`config.mk`:
```
export PLATFORM = sky130hd
export DESIGN_NAME = calendar_clock_counter_core_flat
export DESIGN_NICKNAME = d
export VERILOG_FILES = /design/src/design/cccnt_pkg.sv /design/src/design/cccnt_if.sv /design/src/design/cccnt_csr.sv /design/src/design/cccnt_step.sv /design/src/design/calendar_clock_counter_core.sv /design/src/flat_wrapper.sv
export SDC_FILE = /design/constraint.sdc
export NUM_CORES = 1
export LEC_CHECK = 0
export BUFFER_PORTS_ARGS = -buffer_cell sky130_fd_sc_hd__buf_4
export CAP_MARGIN = 20
export CORE_MARGIN = 3
export CORE_UTILIZATION = 31
export DETAILED_ROUTE_END_ITERATION = 8
export PLACE_DENSITY_LB_ADDON = 0.05
export SETUP_SLACK_MARGIN = 0.05
export SYNTH_ARGS = -nofsm -noshare
export SYNTH_HDL_FRONTEND = slang
export SYNTH_HIERARCHICAL = 1
export SYNTH_SLANG_ARGS = --single-unit
```
`constraint.sdc`:
```
create_clock -name clock -period 4.1 [get_ports clock]
set_clock_uncertainty 0.05 [all_clocks]
set_input_delay 1.23 -clock clock [delete_from_list [all_inputs] [get_ports clock]]
set_output_delay 1.23 -clock clock [all_outputs]
set_load 0.005 [all_outputs]
```
`src/design/cccnt_pkg.sv`:
```
// shared types and constants for the calendar clock counter
package cccnt_pkg;

   // field widths
   localparam int unsigned MS_W    = 10;
   localparam int unsigned SEC_W   = 6;
   localparam int unsigned MIN_W   = 6;
   localparam int unsigned HOUR_W  = 5;
   localparam int unsigned DAY_W   = 5;
   localparam int unsigned MONTH_W = 4;
   localparam int unsigned YEAR_W  = 8;
   localparam int unsigned KIND_W  = 2;

   // configuration port
   localparam int unsigned CSR_ADDR_W = 3;
   localparam int unsigned CSR_DATA_W = 32;

   // register index, taken from paddr above the byte offset
   typedef enum logic [0:0] {
      REG_MS_PER_TICK = 1'b0,
      REG_UNUSED      = 1'b1
   } reg_index_type;

   // item kinds
   typedef enum logic [KIND_W-1:0] {
      KIND_TICK      = 2'd0,
      KIND_ADD_SEC   = 2'd1,
      KIND_ADD_EIGHT = 2'd2,
      KIND_LOAD      = 2'd3
   } kind_type;

   // calendar limits
   localparam logic [MS_W:0]      MS_LIMIT    = 11'd1000;
   localparam logic [SEC_W:0]     SEC_LIMIT   = 7'd60;
   localparam logic [MIN_W:0]     MIN_LIMIT   = 7'd60;
   localparam logic [HOUR_W:0]    HOUR_LIMIT  = 6'd24;
   localparam logic [HOUR_W:0]    HOUR_SHIFT  = 6'd8;
   localparam logic [MONTH_W:0]   MONTH_LAST  = 5'd12;
   localparam logic [DAY_W-1:0]   LEN_LONG    = 5'd31;
   localparam logic [DAY_W-1:0]   LEN_SHORT   = 5'd30;
   localparam logic [DAY_W-1:0]   LEN_FEB     = 5'd28;
   localparam logic [DAY_W-1:0]   LEN_FEB_LP  = 5'd29;
   localparam logic [YEAR_W-1:0]  LEAP_MASK   = 8'h03;
   localparam logic [MS_W-1:0]    MS_PER_TICK_RESET = 10'd1;

   // calendar time
   typedef struct packed {
      logic [MS_W-1:0]    ms;
      logic [SEC_W-1:0]   sec;
      logic [MIN_W-1:0]   min;
      logic [HOUR_W-1:0]  hour;
      logic [DAY_W-1:0]   day;
      logic [MONTH_W-1:0] month;
      logic [YEAR_W-1:0]  year;
   } time_type;

   // one input beat as held in the input register
   typedef struct packed {
      kind_type           kind;
      logic [YEAR_W-1:0]  load_year;
      logic [MONTH_W-1:0] load_month;
      logic [DAY_W-1:0]   load_day;
      logic [HOUR_W-1:0]  load_hour;
      logic [MIN_W-1:0]   load_minute;
      logic [SEC_W-1:0]   load_second;
   } req_item_type;

endpackage

```
`src/design/cccnt_if.sv`:
```
// valid/ready channels for request and response beats

interface cccnt_req_if
   import cccnt_pkg::*;
   ();
   logic               valid;
   logic               ready;
   logic [KIND_W-1:0]  kind;
   logic [YEAR_W-1:0]  load_year;
   logic [MONTH_W-1:0] load_month;
   logic [DAY_W-1:0]   load_day;
   logic [HOUR_W-1:0]  load_hour;
   logic [MIN_W-1:0]   load_minute;
   logic [SEC_W-1:0]   load_second;

   modport source (
      output valid, kind, load_year, load_month, load_day, load_hour,
             load_minute, load_second,
      input  ready
   );
   modport sink (
      input  valid, kind, load_year, load_month, load_day, load_hour,
             load_minute, load_second,
      output ready
   );
endinterface

interface cccnt_rsp_if
   import cccnt_pkg::*;
   ();
   logic               valid;
   logic               ready;
   logic [MS_W-1:0]    millisecond;
   logic [SEC_W-1:0]   second;
   logic [MIN_W-1:0]   minute;
   logic [HOUR_W-1:0]  hour;
   logic [DAY_W-1:0]   day;
   logic [MONTH_W-1:0] month;
   logic [YEAR_W-1:0]  year;

   modport source (
      output valid, millisecond, second, minute, hour, day, month, year,
      input  ready
   );
   modport sink (
      input  valid, millisecond, second, minute, hour, day, month, year,
      output ready
   );
endinterface

```
`src/design/cccnt_csr.sv`:
```
// configuration register block: milliseconds per tick
module cccnt_csr import cccnt_pkg::*; (
   input  logic                  clock,
   input  logic                  reset,
   input  logic                  psel,
   input  logic                  penable,
   input  logic                  pwrite,
   input  logic [CSR_ADDR_W-1:0] paddr,
   input  logic [CSR_DATA_W-1:0] pwdata,
   output logic [CSR_DATA_W-1:0] prdata,
   output logic                  pready,
   output logic [MS_W-1:0]       ms_per_tick
);

   logic [MS_W-1:0] ms_per_tick_ff;
   logic [MS_W-1:0] ms_per_tick_in;
   reg_index_type   reg_index;
   logic            wr_en;

   assign reg_index = reg_index_type'(paddr[CSR_ADDR_W-1]);
   assign wr_en     = psel && penable && pwrite;
   assign pready    = 1'b1;

   // register write decode
   always_comb begin
      ms_per_tick_in = ms_per_tick_ff;
      if (wr_en && (reg_index == REG_MS_PER_TICK)) begin
         ms_per_tick_in = pwdata[MS_W-1:0];
      end
   end

   always_ff @(posedge clock) begin
      if (reset) begin
         ms_per_tick_ff <= MS_PER_TICK_RESET;
      end else begin
         ms_per_tick_ff <= ms_per_tick_in;
      end
   end

   // read mux
   always_comb begin
      unique case (reg_index)
         REG_MS_PER_TICK: prdata = {{(CSR_DATA_W-MS_W){1'b0}}, ms_per_tick_ff};
         default:         prdata = '0;
      endcase
   end

   assign ms_per_tick = ms_per_tick_ff;

endmodule

```
`src/design/cccnt_step.sv`:
```
// next calendar time for one beat: tick, add second, add eight hours, load
module cccnt_step import cccnt_pkg::*; (
   input  time_type        cur,
   input  req_item_type    item,
   input  logic [MS_W-1:0] ms_per_tick,
   output time_type        nxt
);

   logic [MS_W:0]      ms_sum;
   logic [SEC_W:0]     sec_inc;
   logic [MIN_W:0]     min_inc;
   logic [HOUR_W:0]    hour_inc;
   logic [HOUR_W:0]    hour_shift;
   logic [DAY_W-1:0]   month_len;
   logic [MONTH_W:0]   month_inc;
   time_type           day_adv;
   time_type           sec_adv;
   time_type           eight_adv;

   // length of the current month
   always_comb begin
      unique case (cur.month)
         4'd4, 4'd6, 4'd9, 4'd11: month_len = LEN_SHORT;
         4'd2: month_len = ((cur.year & LEAP_MASK) == '0) ? LEN_FEB_LP : LEN_FEB;
         default: month_len = LEN_LONG;
      endcase
   end

   // day carry into day, month and year
   always_comb begin
      month_inc = {1'b0, cur.month} + 1'b1;
      day_adv   = cur;
      if (cur.day < month_len) begin
         day_adv.day = cur.day + 1'b1;
      end else begin
         day_adv.day = DAY_W'(1);
         if (month_inc <= MONTH_LAST) begin
            day_adv.month = month_inc[MONTH_W-1:0];
         end else begin
            day_adv.month = MONTH_W'(1);
            day_adv.year  = cur.year + 1'b1;
         end
      end
   end

   // one second through the second, minute and hour chain
   always_comb begin
      sec_inc  = {1'b0, cur.sec} + 1'b1;
      min_inc  = {1'b0, cur.min} + 1'b1;
      hour_inc = {1'b0, cur.hour} + 1'b1;
      sec_adv  = cur;
      if (sec_inc < SEC_LIMIT) begin
         sec_adv.sec = sec_inc[SEC_W-1:0];
      end else if (min_inc < MIN_LIMIT) begin
         sec_adv.sec = '0;
         sec_adv.min = min_inc[MIN_W-1:0];
      end else if (hour_inc < HOUR_LIMIT) begin
         sec_adv.sec  = '0;
         sec_adv.min  = '0;
         sec_adv.hour = hour_inc[HOUR_W-1:0];
      end else begin
         sec_adv      = day_adv;
         sec_adv.ms   = cur.ms;
         sec_adv.sec  = '0;
         sec_adv.min  = '0;
         sec_adv.hour = '0;
      end
   end

   // eight-hour shift with a possible day carry
   always_comb begin
      hour_shift = {1'b0, cur.hour} + HOUR_SHIFT;
      eight_adv  = cur;
      if (hour_shift < HOUR_LIMIT) begin
         eight_adv.hour = hour_shift[HOUR_W-1:0];
      end else begin
         eight_adv      = day_adv;
         eight_adv.hour = HOUR_W'(hour_shift - HOUR_LIMIT);
      end
   end

   // pick the result by kind
   always_comb begin
      ms_sum = {1'b0, cur.ms} + {1'b0, ms_per_tick};
      nxt    = cur;
      unique case (item.kind)
         KIND_TICK: begin
            if (ms_sum >= MS_LIMIT) begin
               nxt    = sec_adv;
               nxt.ms = '0;
            end else begin
               nxt.ms = ms_sum[MS_W-1:0];
            end
         end
         KIND_ADD_SEC: begin
            nxt = sec_adv;
         end
         KIND_ADD_EIGHT: begin
            nxt = eight_adv;
         end
         KIND_LOAD: begin
            nxt.ms    = '0;
            nxt.sec   = item.load_second;
            nxt.min   = item.load_minute;
            nxt.hour  = item.load_hour;
            nxt.day   = item.load_day;
            nxt.month = item.load_month;
            nxt.year  = item.load_year;
         end
      endcase
   end

endmodule

```
`src/design/calendar_clock_counter_core.sv`:
```
// calendar clock counter top level: input register, next-time logic, result register
//
// Keeps millisecond, second, minute, hour, day, month and 8-bit year
// (offset from 2000, wrapping at 256). Each request beat is a tick (adds
// ms_per_tick milliseconds, carrying one second at 1000), an add-second, an
// add-eight-hours or a load of the whole time, and gives exactly one response
// beat with the time after the step. One beat is accepted every clock cycle
// while the response side takes beats. Each request waits in the input
// register, then the single-pass next-time logic updates the calendar
// state and the result register together on the same edge. Both
// registers hold under back-pressure, so throughput stays at one beat per
// cycle whenever the response side takes beats. ms_per_tick lives at byte
// address 0 of the APB port, resets to 1 and should be written while idle.
module calendar_clock_counter_core import cccnt_pkg::*; (
   input  logic                  clock,
   input  logic                  reset,
   cccnt_req_if.sink             req_bus,
   cccnt_rsp_if.source           rsp_bus,
   input  logic                  psel,
   input  logic                  penable,
   input  logic                  pwrite,
   input  logic [CSR_ADDR_W-1:0] paddr,
   input  logic [CSR_DATA_W-1:0] pwdata,
   output logic [CSR_DATA_W-1:0] prdata,
   output logic                  pready
);

   logic            in_valid_ff;
   logic            in_valid_in;
   req_item_type    in_item_ff;
   logic            out_valid_ff;
   logic            out_valid_in;
   time_type        out_time_ff;
   time_type        time_ff;
   time_type        time_nxt;
   logic [MS_W-1:0] ms_per_tick;
   logic            out_free;
   logic            advance;
   logic            req_take;

   cccnt_csr u_csr (
      .clock       (clock),
      .reset       (reset),
      .psel        (psel),
      .penable     (penable),
      .pwrite      (pwrite),
      .paddr       (paddr),
      .pwdata      (pwdata),
      .prdata      (prdata),
      .pready      (pready),
      .ms_per_tick (ms_per_tick)
   );

   cccnt_step u_step (
      .cur         (time_ff),
      .item        (in_item_ff),
      .ms_per_tick (ms_per_tick),
      .nxt         (time_nxt)
   );

   // pipeline flow control
   assign out_free      = !out_valid_ff || rsp_bus.ready;
   assign advance       = in_valid_ff && out_free;
   assign req_bus.ready = !in_valid_ff || out_free;
   assign req_take      = req_bus.valid && req_bus.ready;

   always_comb begin
      in_valid_in = in_valid_ff;
      if (req_bus.ready) begin
         in_valid_in = req_bus.valid;
      end
      out_valid_in = out_valid_ff;
      if (out_free) begin
         out_valid_in = in_valid_ff;
      end
   end

   // control and calendar state
   always_ff @(posedge clock) begin
      if (reset) begin
         in_valid_ff   <= 1'b0;
         out_valid_ff  <= 1'b0;
         time_ff.ms    <= '0;
         time_ff.sec   <= '0;
         time_ff.min   <= '0;
         time_ff.hour  <= '0;
         time_ff.day   <= DAY_W'(1);
         time_ff.month <= MONTH_W'(1);
         time_ff.year  <= '0;
      end else begin
         in_valid_ff  <= in_valid_in;
         out_valid_ff <= out_valid_in;
         if (advance) begin
            time_ff <= time_nxt;
         end
      end
   end

   // input beat and result payload
   always_ff @(posedge clock) begin
      if (req_take) begin
         in_item_ff.kind        <= kind_type'(req_bus.kind);
         in_item_ff.load_year   <= req_bus.load_year;
         in_item_ff.load_month  <= req_bus.load_month;
         in_item_ff.load_day    <= req_bus.load_day;
         in_item_ff.load_hour   <= req_bus.load_hour;
         in_item_ff.load_minute <= req_bus.load_minute;
         in_item_ff.load_second <= req_bus.load_second;
      end
      if (advance) begin
         out_time_ff <= time_nxt;
      end
   end

   assign rsp_bus.valid       = out_valid_ff;
   assign rsp_bus.millisecond = out_time_ff.ms;
   assign rsp_bus.second      = out_time_ff.sec;
   assign rsp_bus.minute      = out_time_ff.min;
   assign rsp_bus.hour        = out_time_ff.hour;
   assign rsp_bus.day         = out_time_ff.day;
   assign rsp_bus.month       = out_time_ff.month;
   assign rsp_bus.year        = out_time_ff.year;

endmodule

```
`src/flat_wrapper.sv`:
```
// flat-port wrapper written by rule: the top's interface ports become plain ports
module calendar_clock_counter_core_flat import cccnt_pkg::*;
  (clock, reset, psel, penable, pwrite, paddr, pwdata, prdata, pready, req_bus_valid, req_bus_kind, req_bus_load_year, req_bus_load_month, req_bus_load_day, req_bus_load_hour, req_bus_load_minute, req_bus_load_second, req_bus_ready, rsp_bus_valid, rsp_bus_millisecond, rsp_bus_second, rsp_bus_minute, rsp_bus_hour, rsp_bus_day, rsp_bus_month, rsp_bus_year, rsp_bus_ready);
  cccnt_req_if req_bus_i ();
  cccnt_rsp_if rsp_bus_i ();
  input  logic clock;
  input  logic reset;
  input  logic psel;
  input  logic penable;
  input  logic pwrite;
  input  logic [CSR_ADDR_W-1:0] paddr;
  input  logic [CSR_DATA_W-1:0] pwdata;
  output logic [CSR_DATA_W-1:0] prdata;
  output logic pready;
  input wire logic [$bits(req_bus_i.valid)-1:0] req_bus_valid;
  input wire logic [$bits(req_bus_i.kind)-1:0] req_bus_kind;
  input wire logic [$bits(req_bus_i.load_year)-1:0] req_bus_load_year;
  input wire logic [$bits(req_bus_i.load_month)-1:0] req_bus_load_month;
  input wire logic [$bits(req_bus_i.load_day)-1:0] req_bus_load_day;
  input wire logic [$bits(req_bus_i.load_hour)-1:0] req_bus_load_hour;
  input wire logic [$bits(req_bus_i.load_minute)-1:0] req_bus_load_minute;
  input wire logic [$bits(req_bus_i.load_second)-1:0] req_bus_load_second;
  output wire logic [$bits(req_bus_i.ready)-1:0] req_bus_ready;
  output wire logic [$bits(rsp_bus_i.valid)-1:0] rsp_bus_valid;
  output wire logic [$bits(rsp_bus_i.millisecond)-1:0] rsp_bus_millisecond;
  output wire logic [$bits(rsp_bus_i.second)-1:0] rsp_bus_second;
  output wire logic [$bits(rsp_bus_i.minute)-1:0] rsp_bus_minute;
  output wire logic [$bits(rsp_bus_i.hour)-1:0] rsp_bus_hour;
  output wire logic [$bits(rsp_bus_i.day)-1:0] rsp_bus_day;
  output wire logic [$bits(rsp_bus_i.month)-1:0] rsp_bus_month;
  output wire logic [$bits(rsp_bus_i.year)-1:0] rsp_bus_year;
  input wire logic [$bits(rsp_bus_i.ready)-1:0] rsp_bus_ready;
  assign req_bus_i.valid = req_bus_valid;
  assign req_bus_i.kind = req_bus_kind;
  assign req_bus_i.load_year = req_bus_load_year;
  assign req_bus_i.load_month = req_bus_load_month;
  assign req_bus_i.load_day = req_bus_load_day;
  assign req_bus_i.load_hour = req_bus_load_hour;
  assign req_bus_i.load_minute = req_bus_load_minute;
  assign req_bus_i.load_second = req_bus_load_second;
  assign req_bus_ready = req_bus_i.ready;
  assign rsp_bus_valid = rsp_bus_i.valid;
  assign rsp_bus_millisecond = rsp_bus_i.millisecond;
  assign rsp_bus_second = rsp_bus_i.second;
  assign rsp_bus_minute = rsp_bus_i.minute;
  assign rsp_bus_hour = rsp_bus_i.hour;
  assign rsp_bus_day = rsp_bus_i.day;
  assign rsp_bus_month = rsp_bus_i.month;
  assign rsp_bus_year = rsp_bus_i.year;
  assign rsp_bus_i.ready = rsp_bus_ready;
  calendar_clock_counter_core u_core (.clock(clock), .reset(reset), .req_bus(req_bus_i), .rsp_bus(rsp_bus_i), .psel(psel), .penable(penable), .pwrite(pwrite), .paddr(paddr), .pwdata(pwdata), .prdata(prdata), .pready(pready));
endmodule
```
Word-level counts from Yosys, hierarchy flattened --
Index checks and enable logic that the tools add are counted.
Storage, ports and cells: register bits after elaboration 136, output and inout port bits 79
Operators by class: add/sub/neg operators 9, $lt $le $gt $ge 7, eq/ne operators 8, mux-type cells 18, bitwise gates (word level) 1, reduce and logical (&&, ||, !) cells 12
Operator list (number):
- $pmux 44 s4 | 1
- $mux 17 | 2
- $mux 34 | 1
- $mux 28 | 1
- $mux 22 | 1
- $mux 10 | 2
- $mux 5 | 3
- $add 6x1->7 const B | 2
- $lt 7x6->1 const B | 2
- $lt 6x5->1 const B | 2
- $mux 12 | 1
- $mux 6 | 2
- $add 10x10->11 | 1
- $ge 11x10->1 const B | 1
- $add 8x1->8 const B | 1
- $eq 4x3->1 const B | 2
- $eq 4x4->1 const B | 2
- $logic_not 8->1 | 1
- $mux 8 | 1
- $add 5x1->6 const B | 1
- $add 5x4->6 const B | 1
- $add 4x1->5 const B | 1
- $add 5x1->5 const B | 1
- $le 5x4->1 const B | 1
- other kinds (14) | 21

Longest topological paths before layout --
Gate-level depths: netlist of run 1.
word-level depth 10, mapped depth 15, depth with buffers taken out 13

Modules after synthesis --
The synthesis of run 1 kept the hierarchy.
Modules (own cells, without submodules):
- calendar_clock_counter_core | instances 1, cells an instance 281, area each 4495.6 um^2
- cccnt_step | instances 1, cells an instance 475, area each 3020.4 um^2
- cccnt_csr | instances 1, cells an instance 80, area each 695.7 um^2

Least setup slack after synthesis of run 1 --
Ideal clock, no wire load.
kind input-to-reg, start in rsp_bus_ready, end reg u_core/in_item_ff[0] (netlist bit) (enable), arrival time 3.072 ns, data required time 3.609 ns, slack 0.536 ns, stages 2, cells stage by stage nor2b_4 -> a21oi_1
Between the ends: word-level cells in the longest chain between the ends 3
RTL lines:
- start: declaration | line flat_wrapper.sv:32 | input wire logic [$bits(rsp_bus_i.ready)-1:0] rsp_bus_ready;
- $logic_or 1x1->1 | line calendar_clock_counter_core.sv:62 | assign out_free = !out_valid_ff || rsp_bus.ready;
- $logic_or 1x1->1 | line calendar_clock_counter_core.sv:64 | assign req_bus.ready = !in_valid_ff || out_free;
- $logic_and 1x1->1 | line calendar_clock_counter_core.sv:65 | assign req_take = req_bus.valid && req_bus.ready;
- net u_core.req_take | line calendar_clock_counter_core.sv:39 | logic req_take;
- end: declaration | line calendar_clock_counter_core.sv:30 | req_item_type in_item_ff;
The timed path passes the listed nets, and every way through them passes these cells. A chain may end at the register's enable or synchronous reset.

==> impl_metrics.py, run 1 <==
metrics = {
    "yosys": {
        "synthSimpleGateAreaFrac_pct": 20.2,
        "synth-adder-area-share_pct": 3.90,
        "synth_top_area_share_pct": 29.3,
        "synth_seq_cells": 136,
        "seq_area_frac_synth_pct": 42.9,
        "synth-xor-area-share_pct": 1.49,
        "syn_inst": 836,
        "yosys_warnings": 6,
        "synth_mux_area_share_pct": 9.39,
        "syn_area_um2": 8210,
        "synth_cell_types": 76,
        "synth_compound_area_share_pct": 15.3,
        "synth_edf_count": 80,
        "syn_area_per_cell_um2": 9.82,
        "synth_top_family_by_area": "simple AND/OR/NAND/NOR gates",
        "yosys.area.top_type": "edfxtp_1",
        "synth_flop_cell": "edfxtp_1",
        "synth.area.top_cells": "edfxtp_1, dfxtp_1, mux2i_1",
        "synthArstFlopShare_pct": 0,
    },
    "die": {
        "die_x_um": 169,
        "num_io_pins": 157,
        "num_rows": 58,
        "dieArea_um2": 28500,
        "fp.dieH_um": 169,
        "start_util_pct": 32.1,
        "core_area_um2": 25600,
    },
    "clock_network": {
        "clk_pin_slew_worst_paths_ps": 60,
        "numCtsBuffers": 17,
        "clockBufferDepth": 2,
        "cts_tree": "yes",
        "h-tree-depth": 4,
        "cts.sinks": 136,
        "worstSkewPairLatency_ps": 420,
        "cts_root_buf": "clkbuf_16",
        "cts_setup_buffers": 0,
        "ctsResizeCount": 0,
        "hold_buffers": 0,
    },
    "placed_design": {
        "hpwl_mm": 13.9,
        "place_congestion": 0.826,
        "post-place-ws_ps": 495,
        "port_buffers": 109,
    },
    "detailed_routing": {
        "antenna_left": 0,
        "drtPass1Iterations": 4,
        "drt_iter0_markers": 376,
        "drt-total-wl_mm": 21.6,
        "drc": 0,
        "vias": 6410,
        "wl_per_cell_um": 17.1,
        "viasPerCell": 5.08,
    },
    "layout": {
        "nNetsFinal": 1023,
        "syn_to_final_growth_pct": 19.0,
        "nFillCells": 2580,
        "antenna_cells": 0,
        "final_common_cell": "buf_4",
        "drive_gt1_share_pct": 17.0,
        "final_cell_mix": "buf_4, nand2b_1, edfxtp_1, mux2i_1, o21ai_0",
    },
    "timing": {
        "setup_viol": 0,
        "maxSlewViolCount": 0,
        "max_freq_mhz": 278,
        "hold_violations": 0,
        "layout_setup_ws_ps": 499,
        "period_share_pct": 87.8,
        "rsz0062_at_grt": "false",
        "min_period_ps": 3600,
        "worstMarginPinSlew_ps": 880,
        "final.setup.tns_ps": 0,
        "slew_headroom_pct": 41.3,
    },
    "worst_setup_path": {
        "ff2ff_setup_slack_ps": 500,
        "critPathArrivalTime_ps": 3900,
        "critPathLaunchType": "flip-flop",
        "end_kind": "flip-flop",
        "crit_type": "flip-flop to flip-flop",
        "crit_required_ps": 4390,
        "crit_fanout": 26,
    },
    "global_routing": {
        "grt.overflow.total": 0,
        "grt_max_degree": 111,
        "antenna_found_initial": 0,
        "grt_pass1_vias": 6541,
        "track_usage_pct": 15.3,
        "grt_pass1_wl_mm": 34.9,
    },
    "pwr": {
        "leakage_nw": 3.72,
        "power.total_mw": 3.58,
        "max-vdd-ir-drop_mv": 0.213,
        "powerDensity_nw_per_um2": 366,
    },
    "hold_path": {
        "hold_class": "flip-flop to flip-flop",
    },
    "outcome": {
        "outcome": "completed",
    },
    "job": {
        "max_cap_viol_count": 0,
    },
}
-- layer usage --
| layer | vias up | routed length [um] | part of all wire (%) | global-route usage (%) |
|---|---|---|---|---|
| li1 | 3146 | - | - | - |
| met1 | 3063 | 10300 | 48 | 20.6 |
| met2 | 190 | 9980 | 46 | 24.8 |
| met3 | 11 | 1180 | 5.4 | 3.50 |
| met4 | 0 | 182 | 0.84 | 4.02 |
| met5 | - | 0 | 0 | 0 |
-- synth_stat cells (3+ instances only) --
master,count
a211o_1,4
a211oi_1,4
a21o_1,5
a21oi_1,39
a221o_1,3
a22o_1,3
a31oi_1,7
and2_1,5
and3_1,11
buf_12,5
buf_2,7
buf_4,23
buf_6,4
clkbuf_1,33
dfxtp_1,56
edfxtp_1,80
ha_1,24
inv_1,17
mux2i_1,71
nand2_1,52
nand2b_1,104
nand3_1,31
nor2_1,41
nor2b_1,22
nor3_1,10
nor3b_1,6
nor4_1,4
nor4b_1,5
o211ai_1,15
o21a_1,4
o21ai_0,60
o22ai_1,4
o311ai_0,5
o31ai_1,3
xnor2_1,9
xor2_1,5
-- report_power, final --
group          total [mW]  internal (mW)  switching (mW)
Sequential           1.56           1.52          0.0426
Clock                1.68           1.07           0.606
Combinational       0.343          0.156           0.187
Total                3.58           2.75           0.836
-- flip-flops by register name, indices dropped and copies added (netlist names) --
register	flops
u_core/in_valid_ff	1
u_core/rsp_bus.hour	5
u_core/in_item_ff	36
u_core/time_ff	44
u_core/rsp_bus.valid	1
u_core/u_csr/ms_per_tick	10
u_core/rsp_bus.millisecond	10
u_core/rsp_bus.second	6
u_core/rsp_bus.minute	6
u_core/rsp_bus.month	4
u_core/rsp_bus.year	8
u_core/rsp_bus.day	5
-- metrics by stage --
stage,area [um^2],hold WS [ps],instances,util (%)
global placement,9140,441,1231,35.7
detailed placement,9140,454,1231,35.7
CTS,9770,461,1263,38.2
global route,9770,487,1263,38.2
finish,9770,456,1263,38.2
floorplan,8290,397,857,-
-- cell type report --
type / instances / area (um^2) / area share (%)
timing repair buffer: 118 / 911 / 9.32
tap: 330 / 413 / 4.22
inverter: 17 / 63.8 / 0.653
multi-input combinational: 630 / 4230 / 43.3
sequential: 136 / 3520 / 36.0
clock buffer: 18 / 429 / 4.39
clock inverter: 14 / 205 / 2.10
-- cell families after synthesis --
kind of cell | Yosys count
compound gates | 190
mux | 75
fa+ha+maj | 25
simple gates | 303
other cells | 2
xor+xnor | 14
buf+inv | 91
flops | 136
-- path summary, 6_finish.rpt --
kind,startpoint,end,cells past startpoint
worst min-delay path,u_core/u_csr/ms_per_tick[5],u_core/u_csr/ms_per_tick[5],2
worst max-delay path,u_core/time_ff[34],u_core/time_ff[21],13
worst min register to register,u_core/u_csr/ms_per_tick[5],u_core/u_csr/ms_per_tick[5],2
worst max register to register,u_core/time_ff[34],u_core/time_ff[21],13
-- worst max-delay path: stages, from the launching register on --
cell and delay (ps):
dfxtp_1 340, ha_1 240, fa_1 440, a211oi_1 370, o21ai_0 170, o211ai_1 180, xnor2_1 170, a41o_1 250
buf_12 200, nor2_1 100, or4_1 510, o211ai_1 280, nand2b_1 90, mux2i_1 120
No activity file was read; power rests on OpenSTA's default activity.
==> run 2, diff against run 1 <==
- SYNTH_HIERARCHICAL: 1 -> unset
==> impl_metrics.py, run 2 <==
metrics = {
    "pwr": {
        "powerDensity_nw_per_um2": 375,
        "leakage_nw": 3.80,
        "max-vdd-ir-drop_mv": 0.199,
        "power.total_mw": 3.72,
    },
    "detailed_routing": {
        "drtPass1Iterations": 5,
        "drt_iter0_markers": 416,
        "drt-total-wl_mm": 25.7,
        "antenna_left": 0,
        "vias": 6964,
        "wl_per_cell_um": 19.3,
        "viasPerCell": 5.24,
        "drc": 0,
    },
    "placed_design": {
        "place_congestion": 0.833,
        "hpwl_mm": 18.1,
        "place_inst": 1298,
        "port_buffers": 109,
    },
    "timing": {
        "slew_headroom_pct": 42.5,
        "min_period_ps": 3640,
        "hold_violations": 0,
        "whs_ps": 434,
        "setup_viol": 0,
        "maxSlewViolCount": 0,
        "period_share_pct": 88.7,
        "final.setup.tns_ps": 0,
        "rsz0062_at_grt": "false",
        "worstMarginPinSlew_ps": 859,
        "max_freq_mhz": 275,
    },
    "worst_setup_path": {
        "ff2ff_setup_slack_ps": 460,
        "slowest_stage": "or3_1",
        "crit_fanout": 7,
        "critPathLaunchType": "flip-flop",
        "crit_type": "flip-flop to flip-flop",
        "slowest_delay_ps": 510,
        "critPathArrivalTime_ps": 3750,
        "critical_path.top_delay_family": "compound AO/OA/AOI/OAI gates",
        "timing.rr.end": "u_core.rsp_bus.year[2]",
        "path_depth": 11,
        "path_buf_inv": 2,
        "reg2regPathDepth": 11,
        "r2r_start": "u_core.time_ff[8]",
        "end_kind": "flip-flop",
        "cp_cell_sequence": "inv_1 > ha_1 > nor3b_1 > ha_1 > o2111ai_1 > inv_1 > o21ai_0 > or3_1 > nor2_1 > a21boi_0 > a221oi_1",
        "crit_required_ps": 4210,
    },
    "clock_network": {
        "clk_pin_slew_worst_paths_ps": 60,
        "cts_tree": "yes",
        "worstSkewPairLatency_ps": 430,
        "cts_root_buf": "clkbuf_16",
        "numCtsBuffers": 17,
        "hold_buffers": 0,
        "cts.sinks": 136,
        "ctsResizeCount": 0,
        "h-tree-depth": 4,
        "clockBufferDepth": 2,
        "cts_setup_buffers": 0,
    },
    "die": {
        "num_io_pins": 157,
        "fp.dieH_um": 168,
        "start_util_pct": 31.9,
        "core_area_um2": 25500,
        "dieArea_um2": 28200,
        "die_x_um": 168,
        "num_rows": 58,
    },
    "yosys": {
        "yosysMostFrequentCell": "nand2_1",
        "synth_common_cells": "nand2_1, edfxtp_1, nor2_1",
        "synthArstFlopShare_pct": 0,
        "synth_seq_cells": 136,
        "synth_edf_count": 80,
        "synth.area.top_cells": "edfxtp_1, dfxtp_1, nand2_1",
        "seq_area_frac_synth_pct": 43.4,
        "yosys.area.top_type": "edfxtp_1",
        "synth_flop_cell": "edfxtp_1",
        "syn_inst": 887,
        "yosys_warnings": 0,
        "synth_cell_types": 83,
        "syn_area_per_cell_um2": 9.16,
        "syn_area_um2": 8130,
        "synth_top_area_share_pct": 29.6,
    },
    "layout": {
        "layoutNonFillerInstCount": 1330,
        "largest_reg_flops": 44,
        "final_common_cell": "buf_4",
        "drive_gt1_share_pct": 21.2,
        "final_cell_mix": "buf_4, nand2_1, edfxtp_1, nor2_1, o21ai_0",
        "fin_util_pct": 38.9,
        "syn_to_final_growth_pct": 22.1,
        "top_regs": "u_core.time_ff x44, u_core.in_item_ff x36",
        "nNetsFinal": 1090,
        "antenna_cells": 0,
        "top_register": "u_core.time_ff",
    },
    "global_routing": {
        "grt.overflow.total": 0,
        "grt_pass1_vias": 6746,
        "track_usage_pct": 18.2,
        "grt_max_degree": 37,
        "grt_pass1_wl_mm": 40.4,
        "antenna_found_initial": 0,
    },
    "hold_path": {
        "hold_class": "flip-flop to flip-flop",
        "min_to": "u_core.u_csr.ms_per_tick[2]",
        "hold_depth": 2,
        "min-delay-start": "u_core.u_csr.ms_per_tick[2]",
    },
    "outcome": {
        "outcome": "completed",
    },
    "job": {
        "max_cap_viol_count": 0,
    },
}
==> run 2: cell types whose count changed in the layout (fill, tap and decap cells not counted), sizes merged, moves of 9 or more <==
cell,delta
mux2i,-57
nand3,-11
buf,+28
a32o,+13
a22o,+13
o221a,+9
nor2b,-10
a21oi,+28
nand2b,-94
o211ai,-9
nor2,+30
nand2,+54
==> run 2: cell families (layout without fill, tap and decap cells) <==
logic type / count (synthesis) / in the layout / synth area share, %
other: 2 / 23 / 0.0924
muxes: 21 / 21 / 2.83
AOI/OAI and AO/OA: 288 / 288 / 24.6
DFF: 136 / 136 / 43.4
and+or+nand+nor: 289 / 289 / 16.7
xor gates and xnor gates: 19 / 19 / 2.05
buffers and inverters: 107 / 199 / 6.42
adders and majority gates: 25 / 25 / 3.94
==> run 2: worst min-delay path: stages, from the launching register on <==
cell and delay [ps]:
dfxtp_1 320, nand2_1 60, a21oi_1 50
==> run 2: layer usage <==
metal	routed length, um	share of wire (%)	global-route usage [%]	vias to the layer above
met5	0	0	0	-
met4	214	0.83	3.98	0
met3	988	3.8	2.72	14
met2	11700	46	28.7	178
met1	12800	50	26.6	3311
li1	-	-	-	3461
==> run 2: worst max path at each step <==
stage	startpoint	end	slack [ps]
4_1_cts	u_core.time_ff[8]	u_core.rsp_bus.year[4]	370
2_1_floorplan	rsp_bus_ready	u_core.time_ff[22]	350
3_3_place_gp	u_core.time_ff[8]	u_core.rsp_bus.year[4]	420
6_report	u_core.time_ff[8]	u_core.rsp_bus.year[2]	460
5_1_grt	u_core.time_ff[8]	u_core.rsp_bus.year[2]	170
3_5_place_dp	u_core.time_ff[8]	u_core.rsp_bus.year[4]	420
==> run 2: cell type report <==
type | instances | area (um^2)
inverter | 21 | 78.8
clock inverter | 10 | 165
clock buffer | 22 | 475
fill | 2633 | 15600
timing repair buffer | 146 | 1100
multi-input combinational | 665 | 4170
sequential | 136 | 3520
tap | 330 | 413
==> run 2: through the flow <==
stage                     setup slack [ps]  instance area, um^2
after floorplan                        353                 8210
after global placement                 424                 9280
after detailed placement               416                 9280
after CTS                              373                 9920
after global routing                   168                 9920
final                                  463                 9920
==> run 2: where the power goes <==
part	total [mW]	internal (mW)	switching, mW
Clock	1.71	1.08	0.633
Sequential	1.59	1.52	0.0637
Combinational	0.421	0.183	0.238
Total	3.72	2.78	0.935
==> run 3, diff against run 2 <==
- CORE_UTILIZATION: 31 -> 30
- GPL_TIMING_DRIVEN: unset -> 0
==> impl_metrics.py, run 3 (synthesized netlist as in run 2, its figures left out) <==
metrics = {
    "layout": {
        "final_common_cell": "buf_4",
        "top_register": "u_core.time_ff",
        "nFillCells": 2753,
        "final_cell_mix": "buf_4, nand2_1, edfxtp_1, nor2_1, o21ai_0",
        "antenna_cells": 0,
        "nNetsFinal": 1140,
        "syn_to_final_growth_pct": 25.5,
        "top_regs": "u_core.time_ff x44, u_core.in_item_ff x36",
        "seq_area_um2": 3520,
        "fin_util_pct": 38.7,
        "multiInputGateArea_um2": 4200,
        "largest_reg_flops": 44,
        "drive_gt1_share_pct": 20.7,
    },
    "clock_network": {
        "numCtsBuffers": 17,
        "hold_buffers": 0,
        "cts_tree": "yes",
        "clk_pin_slew_worst_paths_ps": 60,
        "worstSkewPairLatency_ps": 430,
        "clockBufferDepth": 2,
        "cts_root_buf": "clkbuf_16",
        "h-tree-depth": 4,
        "cts.sinks": 136,
    },
    "pwr": {
        "max-vdd-ir-drop_mv": 0.236,
        "leakage_nw": 3.92,
        "power.total_mw": 3.85,
        "powerDensity_nw_per_um2": 378,
    },
    "worst_setup_path": {
        "crit_fanout": 10,
        "crit_type": "flip-flop to flip-flop",
        "critPathLaunchType": "flip-flop",
        "end_kind": "flip-flop",
        "crit_required_ps": 4200,
        "critPathArrivalTime_ps": 4030,
    },
    "detailed_routing": {
        "drc": 0,
        "vias": 7476,
        "drt_iter0_markers": 593,
        "drtPass1Iterations": 5,
        "wl_per_cell_um": 21.1,
        "antenna_left": 0,
        "viasPerCell": 5.40,
        "drt-total-wl_mm": 29.2,
    },
    "die": {
        "num_io_pins": 157,
        "core_area_um2": 26400,
        "num_rows": 59,
        "dieArea_um2": 29100,
        "fp.dieH_um": 171,
        "start_util_pct": 30.8,
        "die_x_um": 171,
    },
    "timing": {
        "setup_viol": 0,
        "maxSlewViolCount": 0,
        "period_share_pct": 95.7,
        "slew_headroom_pct": 37.1,
        "hold_violations": 0,
        "max_freq_mhz": 255,
        "rsz0062_at_grt": "true",
        "min_period_ps": 3920,
        "worstMarginPinSlew_ps": 943,
        "whs_ps": 441,
    },
    "placed_design": {
        "place_congestion": 0.858,
        "port_buffers": 108,
        "hpwl_mm": 20.9,
    },
    "outcome": {
        "outcome": "completed",
    },
    "global_routing": {
        "grt.overflow.total": 0,
        "track_usage_pct": 19.7,
        "grt_pass1_wl_mm": 43.2,
        "grt_max_degree": 35,
        "grt_pass1_vias": 7127,
        "antenna_found_initial": 0,
    },
    "hold_path": {
        "hold_class": "flip-flop to flip-flop",
    },
    "job": {
        "max_cap_viol_count": 0,
    },
}
==> run 3: changes by cell type in the layout (fill, tap and decap cells not counted), sizes merged <==
cell / before / now
clkinv: 3 / 8
clkbuf: 22 / 67
inv: 22 / 20
clkinvlp: 2 / 0
bufinv: 4 / 6
buf: 146 / 148
==> run 3: metal layers <==
layer,part of all wire [%],wire length (um),track usage (%),vias to the layer above
met5,0,0,0,-
met4,2.4,689,6.60,0
met3,5.4,1580,3.81,42
met2,44,13000,30.3,263
met1,48,14000,27.8,3601
li1,-,-,-,3570
==> run 3: worst paths after layout <==
kind	start	endpoint	slack, ps	depth (start not counted)
max reg2reg	u_core.u_csr.ms_per_tick[0]	u_core.rsp_bus.day[2]	180	12
max	u_core.u_csr.ms_per_tick[0]	u_core.rsp_bus.day[2]	180	12
min	u_core.u_csr.ms_per_tick[7]	u_core.u_csr.ms_per_tick[7]	440	2
min reg2reg	u_core.u_csr.ms_per_tick[7]	u_core.u_csr.ms_per_tick[7]	440	2
==> run 3: timing repair <==
| action | CTS | global route |
|---|---|---|
| gates resized for setup | 3 | 8 |
| buffers inserted | 0 | 0 |
| setup endpoints to repair | 17 | 11 |
| hold endpoints to repair | 0 | 0 |
==> run 3: cell type report <==
| type | instances | share of cell area [%] |
|---|---|---|
| Clock inverter | 13 | 2.20 |
| Sequential cell | 136 | 34.6 |
| Timing Repair Buffer | 110 | 8.35 |
| Multi-Input combinational cell | 665 | 41.2 |
| Buffer | 86 | 4.39 |
| Clock buffer | 19 | 4.44 |
| Tap cell | 335 | 4.11 |
| Inverter | 21 | 0.773 |
==> run 3: critical path: stages, from the launching register on <==
cell	delay, ps
dfxtp_1	370
ha_1	270
fa_1	420
nand3_1	150
a21oi_1	90
or3_1	330
o2111a_1	160
and3_4	190
buf_6	130
a21boi_4	470
clkbuf_4	430
nor2_1	100
or3b_2	500
==> run 3: power breakdown <==
| group | switching [mW] | total (mW) | internal [mW] |
|---|---|---|---|
| sequential | 0.0460 | 1.57 | 1.52 |
| combinational | 0.287 | 0.485 | 0.198 |
| clock | 0.624 | 1.80 | 1.17 |
| total | 0.957 | 3.85 | 2.89 |
==> run 3: per-stage QoR <==
| step | setup WS (ps) | std cells | TNS [ps] | area (um^2) |
|---|---|---|---|---|
| 3_5_place_dp | -285 | 1353 | -1130 | 9480 |
| 3_3_place_gp | -1540 | 1351 | -70560 | 9440 |
| 5_1_grt | 36.6 | 1385 | 0 | 10200 |
| 4_1_cts | 155 | 1385 | 0 | 10200 |
| 6_report | 177 | 1385 | 0 | 10200 |
| 2_1_floorplan | 353 | 908 | 0 | 8210 |
